==> src/sv/pidhc_pkg.sv <==
// ----------------------------------------------------------------------------
// PID heater controller package
// Shared widths, reset values, register indexes and types.
// ----------------------------------------------------------------------------
package pidhc_pkg;

   localparam int GAIN_FRAC_BITS_DEF = 16;
   localparam int SUM_WIDTH_DEF      = 32;

   localparam int SAMPLE_W    = 16;
   localparam int GAIN_W      = 24;
   localparam int ERR_W       = SAMPLE_W + 1;
   localparam int DERIV_W     = ERR_W + 1;
   localparam int DRIVE_W     = 16;
   localparam int CSR_INDEX_W = 2;
   localparam int QUEUE_DEPTH = 4;

   localparam logic [SAMPLE_W-1:0] SETPOINT_RST = 16'd1600;
   localparam logic [GAIN_W-1:0]   GAIN_P_RST   = 24'd1311;
   localparam logic [GAIN_W-1:0]   GAIN_I_RST   = 24'd0;
   localparam logic [GAIN_W-1:0]   GAIN_D_RST   = 24'd0;

   localparam logic [DRIVE_W-1:0] DRIVE_MAX = 16'h7fff;
   localparam logic [DRIVE_W-1:0] DRIVE_MIN = 16'h8000;

   typedef enum logic [CSR_INDEX_W-1:0] {
      CSR_SETPOINT = 2'd0,
      CSR_GAIN_P   = 2'd1,
      CSR_GAIN_I   = 2'd2,
      CSR_GAIN_D   = 2'd3
   } csr_index_type;

   typedef struct packed {
      logic [GAIN_W-1:0] gain_p;
      logic [GAIN_W-1:0] gain_i;
      logic [GAIN_W-1:0] gain_d;
   } gains_type;

endpackage

==> src/sv/pidhc_queue.sv <==
// ----------------------------------------------------------------------------
// PID heater controller queue
// Short first-in first-out buffer between the front and back ends.
// ----------------------------------------------------------------------------
module pidhc_queue #(
   parameter int WIDTH = 8,
   parameter int DEPTH = pidhc_pkg::QUEUE_DEPTH
) (
   input  logic             clock,
   input  logic             reset,
   input  logic             push,
   input  logic [WIDTH-1:0] push_data,
   output logic             push_ready,
   input  logic             pop,
   output logic             pop_valid,
   output logic [WIDTH-1:0] pop_data
);

   localparam int PTR_W = $clog2(DEPTH);
   localparam int CNT_W = $clog2(DEPTH + 1);

   logic [WIDTH-1:0] entry_ff [DEPTH];
   logic [PTR_W-1:0] wr_ptr_ff;
   logic [PTR_W-1:0] rd_ptr_ff;
   logic [CNT_W-1:0] count_ff;
   logic [CNT_W-1:0] count_in;

   assign push_ready = count_ff != CNT_W'(DEPTH);
   assign pop_valid  = count_ff != '0;
   assign pop_data   = entry_ff[rd_ptr_ff];

   always_comb begin
      count_in = count_ff;
      if (push && !pop) begin
         count_in = count_ff + 1'b1;
      end else if (!push && pop) begin
         count_in = count_ff - 1'b1;
      end
   end

   always_ff @(posedge clock) begin
      if (reset) begin
         wr_ptr_ff <= '0;
         rd_ptr_ff <= '0;
         count_ff  <= '0;
      end else begin
         count_ff <= count_in;
         if (push) begin
            wr_ptr_ff <= wr_ptr_ff + 1'b1;
         end
         if (pop) begin
            rd_ptr_ff <= rd_ptr_ff + 1'b1;
         end
      end
   end

   always_ff @(posedge clock) begin
      if (push) begin
         entry_ff[wr_ptr_ff] <= push_data;
      end
   end

endmodule

==> config.mk <==
export PLATFORM = sky130hd
export DESIGN_NAME = pidhc_queue
export DESIGN_NICKNAME = d
export VERILOG_FILES = /design/src/sv/pidhc_pkg.sv /design/src/sv/pidhc_queue.sv
export SDC_FILE = /design/constraint.sdc
export NUM_CORES = 1
export LEC_CHECK = 0
export BUFFER_PORTS_ARGS = -buffer_cell sky130_fd_sc_hd__buf_2
export CORE_UTILIZATION = 50
export CTS_BUF_LIST = sky130_fd_sc_hd__clkbuf_8
export CTS_CLUSTER_SIZE = 12
export DETAILED_ROUTE_END_ITERATION = 16
export GPL_ROUTABILITY_DRIVEN = 0
export GPL_TIMING_DRIVEN = 0
export PLACE_DENSITY = 0.73
export SLEW_MARGIN = 20
export SYNTH_ARGS = -nofsm -noshare
export SYNTH_HDL_FRONTEND = slang
export SYNTH_SLANG_ARGS = --single-unit
==> constraint.sdc <==
create_clock -name clock -period 2.4 [get_ports clock]
set_input_delay 0.24 -clock clock [delete_from_list [all_inputs] [get_ports clock]]
set_output_delay 0.24 -clock clock [all_outputs]
set_load 0.01 [all_outputs]
==> impl_metrics.yaml <==
global_route:
  grt_max_degree: 14
  antenna_found_initial: 0
  grt_first_pass_wirelength_um: 3660
  first_global_vias: 781
  track_usage_pct: 16.2
  grt_overflow_total: 0
critical_path:
  r2r_start: "count_ff[0]"
  crit_path_max_incr_delay_ns: 0.51
  worst_setup_path_end_kind: "output pin"
  crit_chain: "buf_6, mux4_2, buf_2"
  cp_max_fo: 8
  crit_required_ns: 2.16
  r2r_setup_slack_ns: 0.94
  crit_arrival_ns: 1.44
  cp_slowest_cell: "mux4_2"
  reg2reg_depth: 4
  reg2reg_to: "count_ff[2]"
  crit_type: "reg -> out"
  start_kind: "flip-flop"
min_path:
  hp-class: "in -> reg"
  worstHoldStart: "push_data[6]"
  hold_end: "entry_ff[3][6]"
  worstHoldPathCells: 1
clock_tree:
  cts_setup_buffers: 0
  insertion_delay_ns: 0.29
  clock_path_buffers: 2
  path_clk_slew_ns: 0.08
  numClockSinks: 41
  htree_levels: 2
  postCtsResizedCells: 0
  cts-root-buf: "clkbuf_8"
  ctsHoldBuffers: 0
  numCtsBuffers: 5
  cts_tree: "yes"
sta:
  worst_pin_slew_ns: 0.441
  clock_skew_ns: 0.00311
  finalCriticalPeriod_ns: 1.68
  relSlewSlack_pct: 70.6
  slew_viol_final: 0
  finalSetupTns_ns: 0
  fmax_mhz: 595
  fin_crit_sh_pct: 70.0
  finalSetupViolations: 0
  rsz0062_at_grt: "no"
  hold_viol: 0
logic_synthesis:
  ys_top_cells_by_area: "edfxtp_1 60%, dfxtp_1 11%, mux4_2 11%"
  synth_flop_cell: "edfxtp_1"
  synth_edf_count: 32
  async_flop_share_pct: 0
  synth_commonest_cells: "32 x edfxtp_1, 9 x dfxtp_1, 8 x mux4_2, 8 x nor2_1, 5 x ha_1"
  yosysMostFrequentCell: "edfxtp_1"
  yosysTopAreaCellShare_pct: 60.5
  syn_inst: 87
  seq_area_frac_synth_pct: 71.8
  syn_avg_cell_area_sq_um: 18.3
  yosysTopAreaCell: "edfxtp_1"
  synth-seq-cells: 41
  synth_area_sq_um: 1590
  yosys_warnings: 0
  synth_fp_nets: 105
  ys_types: 17
power:
  cellLeakagePower_nw: 0.674
  power_density_nw_per_um2: 788
  ir_worst_vdd_mv: 0.486
floorplanning:
  core_area_sq_um: 3030
  num_rows: 20
  die_w_um: 58.4
  start_util_pct: 52.5
  io_pins: 22
  die_height_um: 58.4
  die_area_sq_um: 3410
routing:
  routed_wl_um: 2300
  drt_iter0_drc: 13
  dr.pass1.iters: 4
  wl_per_cell_um: 14.5
  vias: 782
  avgViaCountPerCell: 4.92
  antenna_left: 0
  drc: 0
final_layout:
  diodes: 0
  fin_area_sq_um: 1830
  drive_gt1_share_pct: 33.9
  nFillCells: 241
  fin_nets: 132
  ff_latch_area_sq_um: 1140
  areaGrowthSynthToFinish_pct: 15.2
  multiInputGateArea_sq_um: 412
run:
  cap_violations: 0
place:
  hpwlAfterDp_um: 1570
  dpl-instance-area_sq_um: 1740
  port-buffer-count: 20
status:
  status: "completed"
worst max-delay path by stage:
stage,startpoint,end,slack [ns],cells past startpoint
4_1_cts,flip-flop,pop_data[1],0.69,3
3_5_place_dp,push,count_ff[2],0.67,7
6_report,flip-flop,pop_data[4],0.72,3
5_1_grt,flip-flop,pop_data[4],0.66,3
2_1_floorplan,pop,count_ff[2],0.92,7
3_3_place_gp,push,count_ff[2],0.72,7
flip-flops by register name (all words and copies together) (netlist names), named ones only:
signal,count
count_ff,3
entry_ff,32
rd_ptr_ff,2
wr_ptr_ff,2
logic make-up (layout without fill, tap and decap cells):
group           after synthesis  after routing  share of synthesized area (%)
fa+ha+maj                     6              6                           5.20
xor+xnor                      5              5                           2.76
compound gates                2              2                          0.629
simple gates                 16             16                           4.72
buf+inv                       7             35                           2.28
flops                        41             41                           71.8
mux                          10             10                           12.6
through the flow:
| stage | instances | setup slack [ns] | power [mW] | hold WS, ns | util, % |
|---|---|---|---|---|---|
| floorplan | 87 | 0.919 | 0.968 | 0.339 | - |
| global placement | 151 | 0.724 | 1.03 | 0.451 | 57.6 |
| detailed placement | 151 | 0.675 | 1.03 | 0.461 | 57.6 |
| CTS | 159 | 0.695 | 1.46 | 0.154 | 60.5 |
| global route | 159 | 0.659 | 1.51 | 0.139 | 60.5 |
| finish | 159 | 0.721 | 1.44 | 0.160 | 60.5 |
placed cells by master, fill, tap and decap left out:
cell         n
clkinvlp_4   1
clkbuf_8     5
inv_1        4
ha_1         5
clkinv_2     2
xnor2_1      2
fa_1         1
buf_2       20
nor2_1       8
xor2_1       3
a21oi_1      1
mux4_2       8
dfxtp_1      9
edfxtp_1    32
clkbuf_2     2
o21ai_0      1
or3_1        2
nand2_1      2
buf_6        1
and2_1       4
mux2i_1      2
worst max-delay path: cells and delay by family, from the launching register on:
kind / cells / cell delay, ns
mux: 1 / 0.51
buf+inv: 2 / 0.31
flops: 1 / 0.33
metal layers:
| metal | up-vias | GRT usage [%] | wire length (um) |
|---|---|---|---|
| met5 | - | 0 | 0 |
| met4 | 0 | 8.16 | 46 |
| met3 | 6 | 7.47 | 87 |
| met2 | 17 | 24.6 | 1120 |
| met1 | 387 | 19.5 | 1050 |
| li1 | 372 | - | - |
layout make-up:
| cell class | count | area share (%) |
|---|---|---|
| Sequential cell | 41 | 62.3 |
| Multi-Input combinational cell | 39 | 22.5 |
| Timing Repair Buffer | 20 | 5.47 |
| Clock buffer | 5 | 3.76 |
| Tap cell | 44 | 3.01 |
| Buffer | 3 | 1.16 |
| Clock inverter | 3 | 0.957 |
| Inverter | 4 | 0.820 |
report_power, final:
part           switching, mW  leakage (nW)  total (mW)  internal, mW
registers             0.0209         0.368       0.831         0.810
clock network          0.228        0.0439       0.428         0.200
logic                 0.0919         0.262       0.183        0.0906
total                  0.341         0.674        1.44          1.10
Note: power is estimated with default switching activity, not from simulation.
