## src/sv/pidhc_pkg.sv

```systemverilog
// ----------------------------------------------------------------------------
// PID heater controller package
// Shared widths, reset values, register indexes and types.
// ----------------------------------------------------------------------------
package pidhc_pkg;

   localparam int GAIN_FRAC_BITS_DEF = 16;
   localparam int SUM_WIDTH_DEF      = 32;

   localparam int SAMPLE_W    = 16;
   localparam int GAIN_W      = 24;
   localparam int ERR_W       = SAMPLE_W + 1;
   localparam int DERIV_W     = ERR_W + 1;
   localparam int DRIVE_W     = 16;
   localparam int CSR_INDEX_W = 2;
   localparam int QUEUE_DEPTH = 4;

   localparam logic [SAMPLE_W-1:0] SETPOINT_RST = 16'd1600;
   localparam logic [GAIN_W-1:0]   GAIN_P_RST   = 24'd1311;
   localparam logic [GAIN_W-1:0]   GAIN_I_RST   = 24'd0;
   localparam logic [GAIN_W-1:0]   GAIN_D_RST   = 24'd0;

   localparam logic [DRIVE_W-1:0] DRIVE_MAX = 16'h7fff;
   localparam logic [DRIVE_W-1:0] DRIVE_MIN = 16'h8000;

   typedef enum logic [CSR_INDEX_W-1:0] {
      CSR_SETPOINT = 2'd0,
      CSR_GAIN_P   = 2'd1,
      CSR_GAIN_I   = 2'd2,
      CSR_GAIN_D   = 2'd3
   } csr_index_type;

   typedef struct packed {
      logic [GAIN_W-1:0] gain_p;
      logic [GAIN_W-1:0] gain_i;
      logic [GAIN_W-1:0] gain_d;
   } gains_type;

endpackage

```

## src/sv/pidhc_back.sv

```systemverilog
// ----------------------------------------------------------------------------
// PID heater controller back end
// Multiplies the terms by the gains, sums, scales and saturates the drive.
// ----------------------------------------------------------------------------
module pidhc_back #(
   parameter int GAIN_FRAC_BITS = pidhc_pkg::GAIN_FRAC_BITS_DEF,
   parameter int SUM_WIDTH      = pidhc_pkg::SUM_WIDTH_DEF
) (
   input  logic                                 clock,
   input  logic                                 reset,
   input  pidhc_pkg::gains_type                 gains,
   input  logic                                 in_valid,
   output logic                                 in_ready,
   input  logic [pidhc_pkg::ERR_W+pidhc_pkg::DERIV_W+SUM_WIDTH:0] in_data,
   output logic                                 out_valid,
   input  logic                                 out_ready,
   output logic [pidhc_pkg::DRIVE_W-1:0]        drive,
   output logic                                 saturated
);

   localparam int ERR_W   = pidhc_pkg::ERR_W;
   localparam int DERIV_W = pidhc_pkg::DERIV_W;
   localparam int GAIN_W  = pidhc_pkg::GAIN_W;
   localparam int DRIVE_W = pidhc_pkg::DRIVE_W;
   localparam int LO_W    = SUM_WIDTH / 2;
   localparam int HI_W    = SUM_WIDTH - LO_W;
   localparam int TOT_W   = SUM_WIDTH + GAIN_W + 2;
   localparam int WATER_B = ERR_W + DERIV_W + SUM_WIDTH;

   logic                         adv;
   logic signed [ERR_W-1:0]      err;
   logic signed [DERIV_W-1:0]    deriv;
   logic [SUM_WIDTH-1:0]         sum;

   logic                         v1_ff, v2_ff, v3_ff;
   logic                         w1_ff, w2_ff, w3_ff;
   logic signed [GAIN_W+ERR_W-1:0]   p1_ff;
   logic signed [GAIN_W+DERIV_W-1:0] d1_ff;
   logic signed [GAIN_W+LO_W:0]      ilo1_ff;
   logic signed [GAIN_W+HI_W-1:0]    ihi1_ff;
   logic signed [TOT_W-1:0]      it2_ff, pd2_ff, tot3_ff;
   logic signed [TOT_W-1:0]      shifted;
   logic [TOT_W-DRIVE_W:0]       upper;
   logic                         fits;

   logic                         out_valid_ff;
   logic [DRIVE_W-1:0]           drive_ff, drive_in;
   logic                         sat_ff, sat_in;

   assign adv      = !out_valid_ff || out_ready;
   assign in_ready = adv;

   assign err   = in_data[ERR_W-1:0];
   assign deriv = in_data[ERR_W+DERIV_W-1:ERR_W];
   assign sum   = in_data[WATER_B-1:ERR_W+DERIV_W];

   always_ff @(posedge clock) begin
      if (reset) begin
         v1_ff        <= 1'b0;
         v2_ff        <= 1'b0;
         v3_ff        <= 1'b0;
         out_valid_ff <= 1'b0;
      end else if (adv) begin
         v1_ff        <= in_valid;
         v2_ff        <= v1_ff;
         v3_ff        <= v2_ff;
         out_valid_ff <= v3_ff;
      end
   end

   always_ff @(posedge clock) begin
      if (adv) begin
         w1_ff   <= in_data[WATER_B];
         p1_ff   <= $signed(gains.gain_p) * err;
         d1_ff   <= $signed(gains.gain_d) * deriv;
         ilo1_ff <= $signed(gains.gain_i) * $signed({1'b0, sum[LO_W-1:0]});
         ihi1_ff <= $signed(gains.gain_i) * $signed(sum[SUM_WIDTH-1:LO_W]);
         w2_ff   <= w1_ff;
         it2_ff  <= (TOT_W'(ihi1_ff) <<< LO_W) + TOT_W'(ilo1_ff);
         pd2_ff  <= TOT_W'(p1_ff) + TOT_W'(d1_ff);
         w3_ff   <= w2_ff;
         tot3_ff <= it2_ff + pd2_ff;
         drive_ff <= drive_in;
         sat_ff   <= sat_in;
      end
   end

   assign shifted = tot3_ff >>> GAIN_FRAC_BITS;
   assign upper   = shifted[TOT_W-1:DRIVE_W-1];
   assign fits    = (&upper) || !(|upper);

   always_comb begin
      drive_in = '0;
      sat_in   = 1'b0;
      if (w3_ff) begin
         if (fits) begin
            drive_in = shifted[DRIVE_W-1:0];
         end else begin
            drive_in = shifted[TOT_W-1] ? pidhc_pkg::DRIVE_MIN : pidhc_pkg::DRIVE_MAX;
            sat_in   = 1'b1;
         end
      end
   end

   assign out_valid = out_valid_ff;
   assign drive     = drive_ff;
   assign saturated = sat_ff;

endmodule

```

## config.mk

```make
export PLATFORM = sky130hd
export DESIGN_NAME = pidhc_back
export DESIGN_NICKNAME = d
export VERILOG_FILES = /design/src/sv/pidhc_pkg.sv /design/src/sv/pidhc_back.sv
export SDC_FILE = /design/constraint.sdc
export NUM_CORES = 2
export LEC_CHECK = 0
export BUFFER_PORTS_ARGS = -buffer_cell sky130_fd_sc_hd__buf_2
export CORE_MARGIN = 2
export CORE_UTILIZATION = 65
export DETAILED_ROUTE_END_ITERATION = 7
export GPL_ROUTABILITY_DRIVEN = 0
export PLACE_DENSITY_LB_ADDON = 0.25
export SLEW_MARGIN = 20
export SYNTH_ARGS = -nofsm -noshare
export SYNTH_HDL_FRONTEND = slang
export SYNTH_SLANG_ARGS = --single-unit
```

## constraint.sdc

```tcl
create_clock -name clock -period 28.2 [get_ports clock]
set_clock_uncertainty 0.05 [all_clocks]
set_input_delay 1.41 -clock clock [delete_from_list [all_inputs] [get_ports clock]]
set_output_delay 1.41 -clock clock [all_outputs]
set_load 0.02 [all_outputs]
```

==> out/qor.yml <==
routing:
  vias_per_cell: 5.687
  drt_iter0_markers: 3303
  avgRoutedWirePerCell_um: 18.80
  drcViolationCount: 0
  wl_um: 174600
  vias: 52840
  drt_pre_antenna_iters: 6
  ant_nets: 0
timing:
  tns_ns: 0
  hold_viol_final: 0
  relSlewSlack_pct: 31.09
  setup_viol: 0
  clock.fmax_mhz: 127.8
  period_minus_slack_ns: 7.824
  timing.final.ws_setup_ns: 20.38
  finalCritPeriodShare_pct: 27.74
  grt_setup_unrepaired: "false"
  drv_slew: 0
  worst_pin_slew_ns: 1.034
finish:
  final_util_pct: 67.84
  drive_above_1_share_pct: 3.627
  final_area_sq_um: 77260
  syn2layout_area_growth_pct: 4.026
  nets: 10010
yosys:
  yosysMostFrequentCell: "inv_1"
  ys_top_cells_by_area: "fa_1 (43%), edfxtp_1 (13%), inv_1 (9.4%)"
  synthTopCellsByCount: "inv_1 (1859), fa_1 (1579), nand2_1 (1039)"
  synth_cells: 7827
  yosys_warnings: 0
  syn_nets: 10090
  synth_top_cell_by_area: "fa_1"
  ys_ff_latch: 330
  seq_area_frac_synth_pct: 13.29
  async_flop_share_pct: 0
  synth.top_cell.area_share_pct: 42.56
  synth_edf_count: 326
  avgSynthCellArea_sq_um: 9.489
  synthDistinctLibCells: 87
  synth.cell_area_sq_um: 74270
  yosys_most_used_dff: "edfxtp_1"
die:
  start_util_pct: 65.22
  die_w_um: 342.0
  dieArea_sq_um: 117000
  fp.dieH_um: 342.0
  io_pins: 163
  rows: 124
  coreArea_sq_um: 113900
worst_setup_path:
  crit_arrival_ns: 8.07
  reg2reg_from: "ilo1_ff[40]"
  end_kind: "register"
  critPathMaxStageDelay_ns: 0.53
  ff2ff_setup_slack_ns: 24.22
  worst_ep_required_time_ns: 28.45
  crit_family: "adder cells"
  r2r_end: "it2_ff[56]"
  crit_chain: "buf_2 -> nand2_1 -> fa_1 -> inv_1 -> fa_1 -> inv_1 -> fa_1 -> inv_1 -> fa_1 -> fa_1 -> inv_1 -> fa_1 -> inv_1 -> ha_1 -> a21o_1 -> a21o_1 -> a21o_1 -> a221oi_2 -> a21oi_1 -> o31ai_1 -> nand2b_1 -> a2111oi_2 -> o31ai_1 -> xor2_1"
  path_max_fanout: 24
  worst-path-buf-inv: 6
  critPathLaunchType: "input port"
  reg2reg_depth: 10
  worst_path_most_repeated_cell: "fa_1"
  slowest_stage: "fa_1"
  critical_path_class: "in -> reg"
hold_path:
  whs_path_depth: 0
  min_from: "w1_ff"
  min_to: "w2_ff"
  hold_path.class: "reg -> reg"
global_routing:
  overflow: 0
  first_global_vias: 57530
  grt_first_pass_wirelength_um: 291500
  grt_max_degree: 79
  antenna_found_initial: 4
  grt_usage_pct: 31.40
clock_network:
  postCtsHoldBufs: 0
  clock_path_buffers: 3
  postCtsSetupBuffers: 0
  cts_resized: 0
  clkSlewWorstSetupHoldPaths_ns: 0.07
  cts_root_buffer: "clkbuf_16"
  tritoncts: "built"
  h-tree-depth: 2
  cts.sinks: 330
  cts_buffers: 40
  clk-insertion-delay-late_ns: 0.58
flow_run:
  drv_cap: 0
placement:
  io_buffers: 162
  dp_hpwl_um: 138400
  placed_area_sq_um: 75940
  dp_slack_ns: 19.85
run_status:
  status: "finished clean"
## routing by layer
layer,vias to the layer above,track usage [%],wire (um)
li1,23460,-,-
met1,26890,39.47,66610
met2,1964,54.61,87810
met3,519,4.000,11360
met4,2,14.05,8848
met5,-,0,14
## cells by family (layout without fill, tap and decap cells)
logic type / after synthesis / count (layout) / synth area share [%]
adders and majority gates: 2120 / 2120 / 51.68
DFF: 330 / 330 / 13.29
buffers and inverters: 2153 / 2102 / 10.89
and+or+nand+nor: 2197 / 2197 / 14.19
AOI/OAI and AO/OA: 758 / 758 / 6.766
xor gates and xnor gates: 261 / 261 / 3.078
muxes: 8 / 8 / 0.1112
other: 0 / 3 / 0
## metrics by stage
stage / cells / hold slack [ns]
floorplan: 7827 / 0.3503
global placement: 9217 / 0.3521
detailed placement: 9217 / 0.3626
CTS: 9288 / 0.3781
global route: 9291 / 0.3903
finish: 9291 / 0.3780
## cell type report
| cell class | instances | area (sq um) |
|---|---|---|
| sequential | 330 | 9869 |
| clock buffer | 47 | 1027 |
| fill | 9001 | 36620 |
| antenna | 3 | 7.507 |
| tap | 1512 | 1892 |
| multi-input combinational | 5344 | 56320 |
| inverter | 1860 | 6982 |
| timing repair buffer | 171 | 878.3 |
| clock inverter | 24 | 281.5 |
## cells in the final DEF, fill, tap and decap left out, types with 32 or more instances in the layout
master / synthesis / routed
clkbuf_16: 0 / 40
nor2b_1: 32 / 32
a21oi_1: 225 / 225
nand4_1: 34 / 34
a21o_1: 115 / 115
xor2_1: 80 / 80
edfxtp_1: 326 / 326
nor2_1: 223 / 223
and2_1: 634 / 634
buf_2: 0 / 162
o21bai_1: 34 / 34
nand2b_1: 60 / 59
inv_1: 1859 / 1859
o21ai_0: 121 / 121
fa_1: 1579 / 1579
nor3_1: 49 / 49
xnor2_1: 181 / 181
ha_1: 541 / 541
nand2_1: 1039 / 1039
o21a_1: 46 / 46
nand3_1: 46 / 46
## worst max-delay path by stage
stage,startpoint,end,slack (ns),cells past startpoint
after CTS,in_data[2],p1_ff[39],20.44,24
after global placement,in_data[2],p1_ff[39],19.98,24
final,in_data[3],p1_ff[39],20.38,24
after floorplan,out_ready,in_ready,16.12,2
after detailed placement,in_data[2],p1_ff[39],19.85,24
after global routing,in_data[2],p1_ff[39],20.14,24
## flip-flops by register name, summed over array words and instances (netlist names), 16 cells and up
register  cells
p1_ff        41
ihi1_ff      40
drive        16
pd2_ff       43
ilo1_ff      41
it2_ff       57
d1_ff        42
tot3_ff      42
Power is not shown: default switching activity piles up to over one toggle a cycle in this logic, so the estimate is an artifact.
