### src/sv/pidhc_pkg.sv
// ----------------------------------------------------------------------------
// PID heater controller package
// Shared widths, reset values, register indexes and types.
// ----------------------------------------------------------------------------
package pidhc_pkg;

   localparam int GAIN_FRAC_BITS_DEF = 16;
   localparam int SUM_WIDTH_DEF      = 32;

   localparam int SAMPLE_W    = 16;
   localparam int GAIN_W      = 24;
   localparam int ERR_W       = SAMPLE_W + 1;
   localparam int DERIV_W     = ERR_W + 1;
   localparam int DRIVE_W     = 16;
   localparam int CSR_INDEX_W = 2;
   localparam int QUEUE_DEPTH = 4;

   localparam logic [SAMPLE_W-1:0] SETPOINT_RST = 16'd1600;
   localparam logic [GAIN_W-1:0]   GAIN_P_RST   = 24'd1311;
   localparam logic [GAIN_W-1:0]   GAIN_I_RST   = 24'd0;
   localparam logic [GAIN_W-1:0]   GAIN_D_RST   = 24'd0;

   localparam logic [DRIVE_W-1:0] DRIVE_MAX = 16'h7fff;
   localparam logic [DRIVE_W-1:0] DRIVE_MIN = 16'h8000;

   typedef enum logic [CSR_INDEX_W-1:0] {
      CSR_SETPOINT = 2'd0,
      CSR_GAIN_P   = 2'd1,
      CSR_GAIN_I   = 2'd2,
      CSR_GAIN_D   = 2'd3
   } csr_index_type;

   typedef struct packed {
      logic [GAIN_W-1:0] gain_p;
      logic [GAIN_W-1:0] gain_i;
      logic [GAIN_W-1:0] gain_d;
   } gains_type;

endpackage

### src/sv/pidhc_front.sv
// ----------------------------------------------------------------------------
// PID heater controller front end
// Accepts sample words, forms error and derivative, and keeps the error state.
// ----------------------------------------------------------------------------
module pidhc_front #(
   parameter int SUM_WIDTH = pidhc_pkg::SUM_WIDTH_DEF
) (
   input  logic                                 clock,
   input  logic                                 reset,
   input  logic [pidhc_pkg::SAMPLE_W-1:0]       setpoint,
   input  logic                                 in_valid,
   output logic                                 in_ready,
   input  logic [pidhc_pkg::SAMPLE_W-1:0]       sample,
   input  logic                                 water,
   input  logic                                 queue_ready,
   output logic                                 push,
   output logic [pidhc_pkg::ERR_W+pidhc_pkg::DERIV_W+SUM_WIDTH:0] push_data
);

   localparam int ERR_W   = pidhc_pkg::ERR_W;
   localparam int DERIV_W = pidhc_pkg::DERIV_W;

   logic signed [ERR_W-1:0]     prev_err_ff;
   logic signed [SUM_WIDTH-1:0] sum_ff;
   logic signed [ERR_W-1:0]     err;
   logic signed [DERIV_W-1:0]   deriv;
   logic signed [SUM_WIDTH:0]   sum_wide;
   logic signed [SUM_WIDTH-1:0] sum_in;

   assign in_ready = queue_ready;
   assign push     = in_valid & queue_ready;

   assign err   = {setpoint[pidhc_pkg::SAMPLE_W-1], setpoint}
                - {sample[pidhc_pkg::SAMPLE_W-1], sample};
   assign deriv = {err[ERR_W-1], err} - {prev_err_ff[ERR_W-1], prev_err_ff};

   assign sum_wide = {sum_ff[SUM_WIDTH-1], sum_ff}
                   + {{(SUM_WIDTH+1-ERR_W){err[ERR_W-1]}}, err};

   always_comb begin
      if (sum_wide[SUM_WIDTH] != sum_wide[SUM_WIDTH-1]) begin
         sum_in = {sum_wide[SUM_WIDTH], {(SUM_WIDTH-1){~sum_wide[SUM_WIDTH]}}};
      end else begin
         sum_in = sum_wide[SUM_WIDTH-1:0];
      end
   end

   always_ff @(posedge clock) begin
      if (reset) begin
         prev_err_ff <= '0;
         sum_ff      <= '0;
      end else if (push && water) begin
         prev_err_ff <= err;
         sum_ff      <= sum_in;
      end
   end

   assign push_data = {water, sum_ff, deriv, err};

endmodule

### config.mk
export PLATFORM = sky130hd
export DESIGN_NAME = pidhc_front
export DESIGN_NICKNAME = d
export VERILOG_FILES = /design/src/sv/pidhc_pkg.sv /design/src/sv/pidhc_front.sv
export SDC_FILE = /design/constraint.sdc
export NUM_CORES = 1
export LEC_CHECK = 0
export BUFFER_PORTS_ARGS = -buffer_cell sky130_fd_sc_hd__buf_2
export CORE_ASPECT_RATIO = 1.25
export CORE_MARGIN = 3
export CORE_UTILIZATION = 61
export CTS_CLUSTER_SIZE = 25
export DETAILED_ROUTE_END_ITERATION = 10
export GPL_TIMING_DRIVEN = 0
export HOLD_SLACK_MARGIN = 0.06
export MAX_ROUTING_LAYER = met4
export PLACE_DENSITY = 0.83
export SKIP_LAST_GASP = 1
export SYNTH_ARGS = -nofsm -noshare
export SYNTH_HDL_FRONTEND = slang
export SYNTH_SLANG_ARGS = --single-unit
### constraint.sdc
create_clock -name clock -period 9.1 [get_ports clock]
set_input_delay 0.455 -clock clock [delete_from_list [all_inputs] [get_ports clock]]
set_output_delay 0.455 -clock clock [all_outputs]
set_load 0.005 [all_outputs]
==> results.json, run 1 <==
{
  "synth-main-ff-cell": "dfxtp_1",
  "timing.hold.ws_ns": 0.4584,
  "drt-total-wl_um": 14070,
  "grt_pass1_wl_um": 22590,
  "arrival_ns": 6.69,
  "post-route-min-period_ns": 6.515,
  "hp-class": "reg2reg",
  "syn_avg_cell_area_um2": 7.698,
  "crit_family": "compound AO/OA/AOI/OAI gates",
  "syn-num-nets": 794,
  "cts_setup_buffers": 0,
  "peakVddDrop_mv": 0.09642,
  "synthCells": 689,
  "synth_top_area_share_pct": 18.49,
  "crit_chain": "buf_2 > inv_1 > ha_1 > fa_1 > nor2b_1 > o21ai_0 > a21boi_0 > o21ai_0 > a21oi_1 > o2111ai_1 > a31oi_1 > a2111oi_0 > a21o_1 > ha_1 > a21o_1 > a21oi_1 > nor4b_1 > nand3_1 > a221oi_2 > nor3_1 > o2bb2ai_1 > clkbuf_1 > maj3_1 > a211oi_1",
  "fp.dieH_um": 110.3,
  "drtAntennaViolNets": 0,
  "path_clk_slew_ns": 0.09,
  "die_area_um2": 9856,
  "synth_top_area_cell": "dfxtp_1",
  "cp_slowest_cell": "a21o_1",
  "via_per_inst": 5.887,
  "pwr_density_cell_nw_per_um2": 160.1,
  "leakage_nw": 2.844,
  "critPathMaxFanout": 19,
  "cts_buffers": 5,
  "cts_hold_buf": 0,
  "cts-root-buf": "clkbuf_8",
  "yosys-top-cells-area": "dfxtp_1, ha_1, a21oi_1, xor2_1, nand2_1",
  "clkLatencyLatePin_ns": 0.32,
  "skew_ns": 0.007888,
  "worstSetupPathType": "in2reg",
  "start_util_pct": 63.65,
  "cts_resized": 0,
  "relSlewSlack_pct": 46.15,
  "fin_nets": 906,
  "die_w_um": 89.40,
  "num_rows": 37,
  "async_reset_ff_share_pct": 0,
  "syn2layout_area_growth_pct": 13.85,
  "required_ns": 9.28,
  "yosys.cell_count.top_type": "ha_1",
  "setup_tns_ns": 0,
  "gp_congestion": 0.9498,
  "final_util_pct": 72.46,
  "diodes": 0,
  "maxClockFrequency_mhz": 153.5,
  "vias": 5292,
  "first_pass_iters": 4,
  "drv_slew": 0,
  "grt_max_degree": 20,
  "drt_iter0_markers": 181,
  "setup_viol": 0,
  "routedWlPerCell_um": 15.65,
  "crit_buf_inv": 3,
  "grtUsageTotal_pct": 29.41,
  "coreArea_um2": 8333,
  "regArea_um2": 980.9,
  "cp-end-kind": "flop",
  "drc": 0,
  "cts_max_path_buffers": 2,
  "io_buffer_count": 105,
  "ys.warnings.count": 0,
  "finalCritPeriodShare_pct": 71.59,
  "multiInputGateArea_um2": 3955,
  "cts_tree": "done",
  "grt_overflow": 0,
  "synth_edf_count": 0,
  "critPathLaunchType": "input pin",
  "antenna_found_initial": 0,
  "critPathMaxStageDelay_ns": 0.66,
  "netlist_area_um2": 5304,
  "grt_pass1_vias": 5114,
  "rsz0062_at_grt": "no",
  "drive_gt1_share_pct": 18.83,
  "htree_levels": 2,
  "clock_sinks": 49,
  "outcome": "complete, no violations",
  "fillers": 700,
  "r2r_slack_ns": 4.96,
  "synth_cell_type_count": 60,
  "ioPinCount": 107,
  "yosysSeqAreaShare_pct": 18.49,
  "hold_viol": 0,
  "synth_common_cells": "ha_1, a21oi_1, nand2_1",
  "dp_hpwl_um": 11350,
  "ys_ff_latch": 49,
  "cap_violations": 0,
  "tightest_slew_ns": 0.8078
}
## layout by cell type (no fill, tap or decap), types with 9 or more instances in the layout
cell type  netlist  layout
nand3_1         20      20
xnor2_1         26      26
ha_1            65      65
dfxtp_1         49      49
nor3_1          11      11
maj3_2          10      10
a21o_1          27      27
a211oi_1        28      28
nand2_1         62      62
o21ai_0         24      24
inv_1           57      57
a21oi_1         63      63
buf_2            3     108
o21bai_1        10      10
nor2_1          61      61
xor2_1          28      28
a211oi_2         9       9
clkbuf_1        22      23
maj3_1          19      19
## kinds of logic after synthesis
family | share of synthesized area (%)
AOI/OAI and AO/OA | 27.39
and+or+nand+nor | 15.90
adders and majority gates | 22.18
buffers and inverters | 6.936
xor gates and xnor gates | 8.917
DFF | 18.49
muxes | 0.1887
## worst paths after layout
path,start,to,depth (start not counted)
worst max-delay path,setpoint[0],sum_ff[2],24
worst min-delay path,prev_err_ff[5],prev_err_ff[5],2
worst max register to register,sum_ff[0],sum_ff[2],12
worst min register to register,prev_err_ff[5],prev_err_ff[5],2
## stage by stage
step / power (mW) / instance area [µm²] / instances / worst slack [ns]
after global routing: 1.046 / 6038 / 899 / 2.054
after floorplan: 0.6700 / 5304 / 689 / 3.827
after CTS: 0.9670 / 6038 / 899 / 2.539
after global placement: 0.8131 / 5951 / 891 / 2.384
after detailed placement: 0.8313 / 5951 / 891 / 2.184
final: 0.9665 / 6038 / 899 / 2.585
## layout make-up
cell class / instances / area share, %
Inverter: 57 / 3.543
Timing Repair Buffer: 105 / 8.703
Multi-Input combinational cell: 549 / 65.50
Sequential cell: 49 / 16.25
Tap cell: 97 / 2.010
Buffer: 34 / 2.549
Clock buffer: 6 / 1.202
Clock inverter: 2 / 0.2487
## registers in the layout, summed over array words and instances (netlist names)
name / cells
sum_ff: 32
prev_err_ff: 17
## worst reg2reg max path: stages (launching register included)
cell and delay, ns:
dfxtp_1 0.33, ha_1 0.22, fa_1 0.44, a211oi_1 0.25, o21ai_0 0.27, o2111ai_1 0.36
nand3_1 0.14, a221oi_2 0.50, nor3_1 0.11, o2bb2ai_1 0.53, clkbuf_1 0.51, maj3_1 0.26
a211oi_1 0.07
## power by group
part	internal (mW)	switching, mW	leakage [nW]
clock network	0.0543	0.0795	0.0374
registers	0.227	0.00940	0.400
logic	0.261	0.335	2.41
## metal layers
layer / GRT usage, % / routed length [µm]
met1: 31.89 / 5858
met4: 8.511 / 214
met3: 2.974 / 688
met2: 55.64 / 7305
met5: - / 0
Note: power is estimated with default switching activity, not from simulation.
==> run 2, diff against run 1 <==
--- a/config.mk
+++ b/config.mk
@@ -5,16 +5,17 @@
 export SDC_FILE = /design/constraint.sdc
 export NUM_CORES = 1
 export LEC_CHECK = 0
+export ABC_AREA = 1
 export BUFFER_PORTS_ARGS = -buffer_cell sky130_fd_sc_hd__buf_2
 export CORE_ASPECT_RATIO = 1.25
 export CORE_MARGIN = 3
-export CORE_UTILIZATION = 61
+export CORE_UTILIZATION = 57
 export CTS_CLUSTER_SIZE = 25
 export DETAILED_ROUTE_END_ITERATION = 10
 export GPL_TIMING_DRIVEN = 0
 export HOLD_SLACK_MARGIN = 0.06
 export MAX_ROUTING_LAYER = met4
-export PLACE_DENSITY = 0.83
+export PLACE_DENSITY = 0.78
 export SKIP_LAST_GASP = 1
 export SYNTH_ARGS = -nofsm -noshare
 export SYNTH_HDL_FRONTEND = slang
==> constraint.sdc (replaced) <==
create_clock -name clock -period 6 [get_ports clock]
set_input_delay 0.3 -clock clock [delete_from_list [all_inputs] [get_ports clock]]
set_output_delay 0.3 -clock clock [all_outputs]
set_load 0.005 [all_outputs]
==> results.json, run 2 <==
{
  "outcome": "complete, no violations",
  "clkLatencyLatePin_ns": 0.30,
  "maxClockFrequency_mhz": 227.3,
  "synth_top_area_share_pct": 18.06,
  "grt_overflow": 0,
  "critPathLaunchType": "input pin",
  "synth_edf_count": 0,
  "skew_ns": 0.006034,
  "layout_common_cells": "nand2_1, inv_1, buf_2, a21oi_1, ha_1",
  "p_sw_mw": 0.7702,
  "fillers": 932,
  "cts_tree": "done",
  "yosysSeqAreaShare_pct": 18.06,
  "htree_levels": 2,
  "syn_avg_cell_area_um2": 6.265,
  "drv_slew": 0,
  "synth_top_area_cell": "dfxtp_1",
  "fp.dieH_um": 115.1,
  "die_w_um": 93.31,
  "via_per_inst": 5.363,
  "first_pass_iters": 5,
  "clock_sinks": 49,
  "num_rows": 39,
  "setup_tns_ns": 0,
  "pwr_density_cell_nw_per_um2": 264.8,
  "vias": 5915,
  "fin_area_um2": 6257,
  "cts-root-buf": "clkbuf_16",
  "netlist_area_um2": 5431,
  "gp_congestion": 1.014,
  "cts_buffers": 5,
  "final_common_cell": "nand2_1",
  "worstSetupPathType": "in2reg",
  "synth_cell_type_count": 35,
  "yosys.cell_count.top_type": "nand2_1",
  "tightest_slew_ns": 0.7155,
  "path_clk_slew_ns": 0.07,
  "ioPinCount": 107,
  "place_area_um2": 6111,
  "synth-main-ff-cell": "dfxtp_1",
  "async_reset_ff_share_pct": 0,
  "synthCells": 867,
  "timing.hold.ws_ns": 0.3673,
  "die_area_um2": 10740,
  "required_ns": 6.19,
  "highest_layer": "met4",
  "coreArea_um2": 9223,
  "setup_viol": 0,
  "rsz0062_at_grt": "no",
  "ys.warnings.count": 0,
  "grt_max_degree": 19,
  "dr_wl_met2_um": 8052,
  "cp-end-kind": "flop",
  "cts_setup_buffers": 0,
  "relSlewSlack_pct": 52.30,
  "largest_reg_flops": 32,
  "cts_max_path_buffers": 2,
  "io_buffer_count": 105,
  "seqPwrFrac_pct": 21.6,
  "clock_power_share_pct": 17.5,
  "dp_hpwl_um": 12850,
  "intPower_mw": 0.8865,
  "start_util_pct": 58.89,
  "regMostFlops": "sum_ff",
  "drt_iter0_markers": 314,
  "drc": 0,
  "combPwrFrac_pct": 60.9,
  "synth_common_cells": "nand2_1, inv_1, a21oi_1",
  "fin_nets": 1084,
  "cap_violations": 0,
  "worst_slack_ns": 1.601,
  "wl_met1_um": 6191,
  "grt_pass1_wl_um": 24910,
  "post-route-min-period_ns": 4.399,
  "peakVddDrop_mv": 0.1627,
  "antenna_found_initial": 0,
  "crit_chain": "buf_2 > inv_1 > ha_1 > fa_1 > o21ai_0 > a21oi_1 > o21ai_2 > nand2_1 > nand2_1 > xor2_1 > inv_1 > ha_1 > a21oi_1 > nand2_1 > nand2_1 > nand2_1 > a21oi_2 > nand2_1 > nand2_1 > nand2_2 > a21oi_2 > buf_4 > a21oi_1",
  "crit_top_cell": "nand2_1",
  "syn2layout_area_growth_pct": 15.20,
  "routedWlPerCell_um": 14.09,
  "reg.largest.list": "sum_ff x32, prev_err_ff x17",
  "ys_ff_latch": 49,
  "place_ws_ns": 1.332,
  "critPathMaxFanout": 18,
  "yosys-top-cells-area": "dfxtp_1, nand2_1, ha_1, a21oi_1, inv_1",
  "cts_hold_buf": 0,
  "arrival_ns": 4.59,
  "cts_resized": 0,
  "critPathMaxStageDelay_ns": 0.48,
  "switching_share_pct": 46.49,
  "syn-num-nets": 972,
  "leakage_nw": 3.572,
  "drive_gt1_share_pct": 13.98,
  "diodes": 0,
  "grt_pass1_vias": 5520,
  "hp-class": "in2reg",
  "cp_slowest_cell": "ha_1",
  "dr_wl_met3_um": 792,
  "finalCritPeriodShare_pct": 73.32,
  "drt-total-wl_um": 15540,
  "drtAntennaViolNets": 0,
  "hold_viol": 0,
  "grtUsageTotal_pct": 29.73
}
run 2: cell count changes after synthesis, moves of 11 or more:
cell      previous run  this run
o21ai_0             24        61
nand2_1             62       231
a21o_1              27         9
nor2_1              61        44
a21oi_1             63       100
maj3_1              19         0
a211oi_1            28         1
clkbuf_1            22        11
xnor2_1             26        12
nand3_1             20        50
inv_1               57       118
run 2: cells by family after synthesis:
family                   Yosys count  synth area share (%)
buffers and inverters            145                 10.71
AO/OA/AOI/OAI                    196                 19.63
adder cells (fa/ha/maj)           68                 16.08
AND/OR/NAND/NOR                  359                 27.46
XOR/XNOR                          50                 8.063
flip-flops                        49                 18.06
run 2: critical path: cells and delay by family:
kind / cells / cell delay (ns)
compound gates: 7 / 1.53
xor+xnor: 1 / 0.27
fa+ha+maj: 3 / 1.09
buf+inv: 4 / 0.71
simple gates: 8 / 0.67
run 2: final timing paths:
path              cells past startpoint           start              to  slack, ns
setup / recovery                     23     setpoint[0]      sum_ff[11]       1.60
hold / removal                        3       sample[0]  prev_err_ff[0]       0.37
setup reg to reg                     15       sum_ff[0]      sum_ff[11]       3.40
hold reg to reg                       2  prev_err_ff[2]  prev_err_ff[2]       0.48
run 2: final cells by class:
| class | count | area (µm²) | area share (%) |
|---|---|---|---|
| timing repair buffer | 105 | 525.5 | 8.398 |
| sequential | 49 | 980.9 | 15.68 |
| clock inverter | 3 | 21.27 | 0.3399 |
| inverter | 126 | 473.0 | 7.558 |
| tap | 123 | 153.9 | 2.460 |
| multi-input combinational | 673 | 3869 | 61.83 |
| clock buffer | 5 | 125.1 | 2.000 |
| buffer | 19 | 108.9 | 1.740 |
run 2: power groups by stage:
stage	Sequential (mW)	Clock (mW)	Combinational [mW]
after floorplan	0.365	0	0.708
after global placement	0.365	0	0.988
after detailed placement	0.365	0	0.998
after CTS	0.358	0.297	1.00
after global routing	0.360	0.305	1.14
final	0.358	0.290	1.01
run 2: stage by stage:
stage | utilization [%] | power (mW) | cells
3_5_place_dp | 66.26 | 1.364 | 1095
2_1_floorplan | - | 1.073 | 867
6_report | 67.85 | 1.657 | 1103
3_3_place_gp | 66.26 | 1.353 | 1095
5_1_grt | 67.85 | 1.802 | 1103
4_1_cts | 67.85 | 1.659 | 1103
run 2: per-layer routing:
layer / global-route usage [%] / up-vias
met4: 10.56 / 0
met1: 30.99 / 2644
met5: - / -
met3: 3.599 / 37
li1: - / 3080
met2: 56.63 / 154
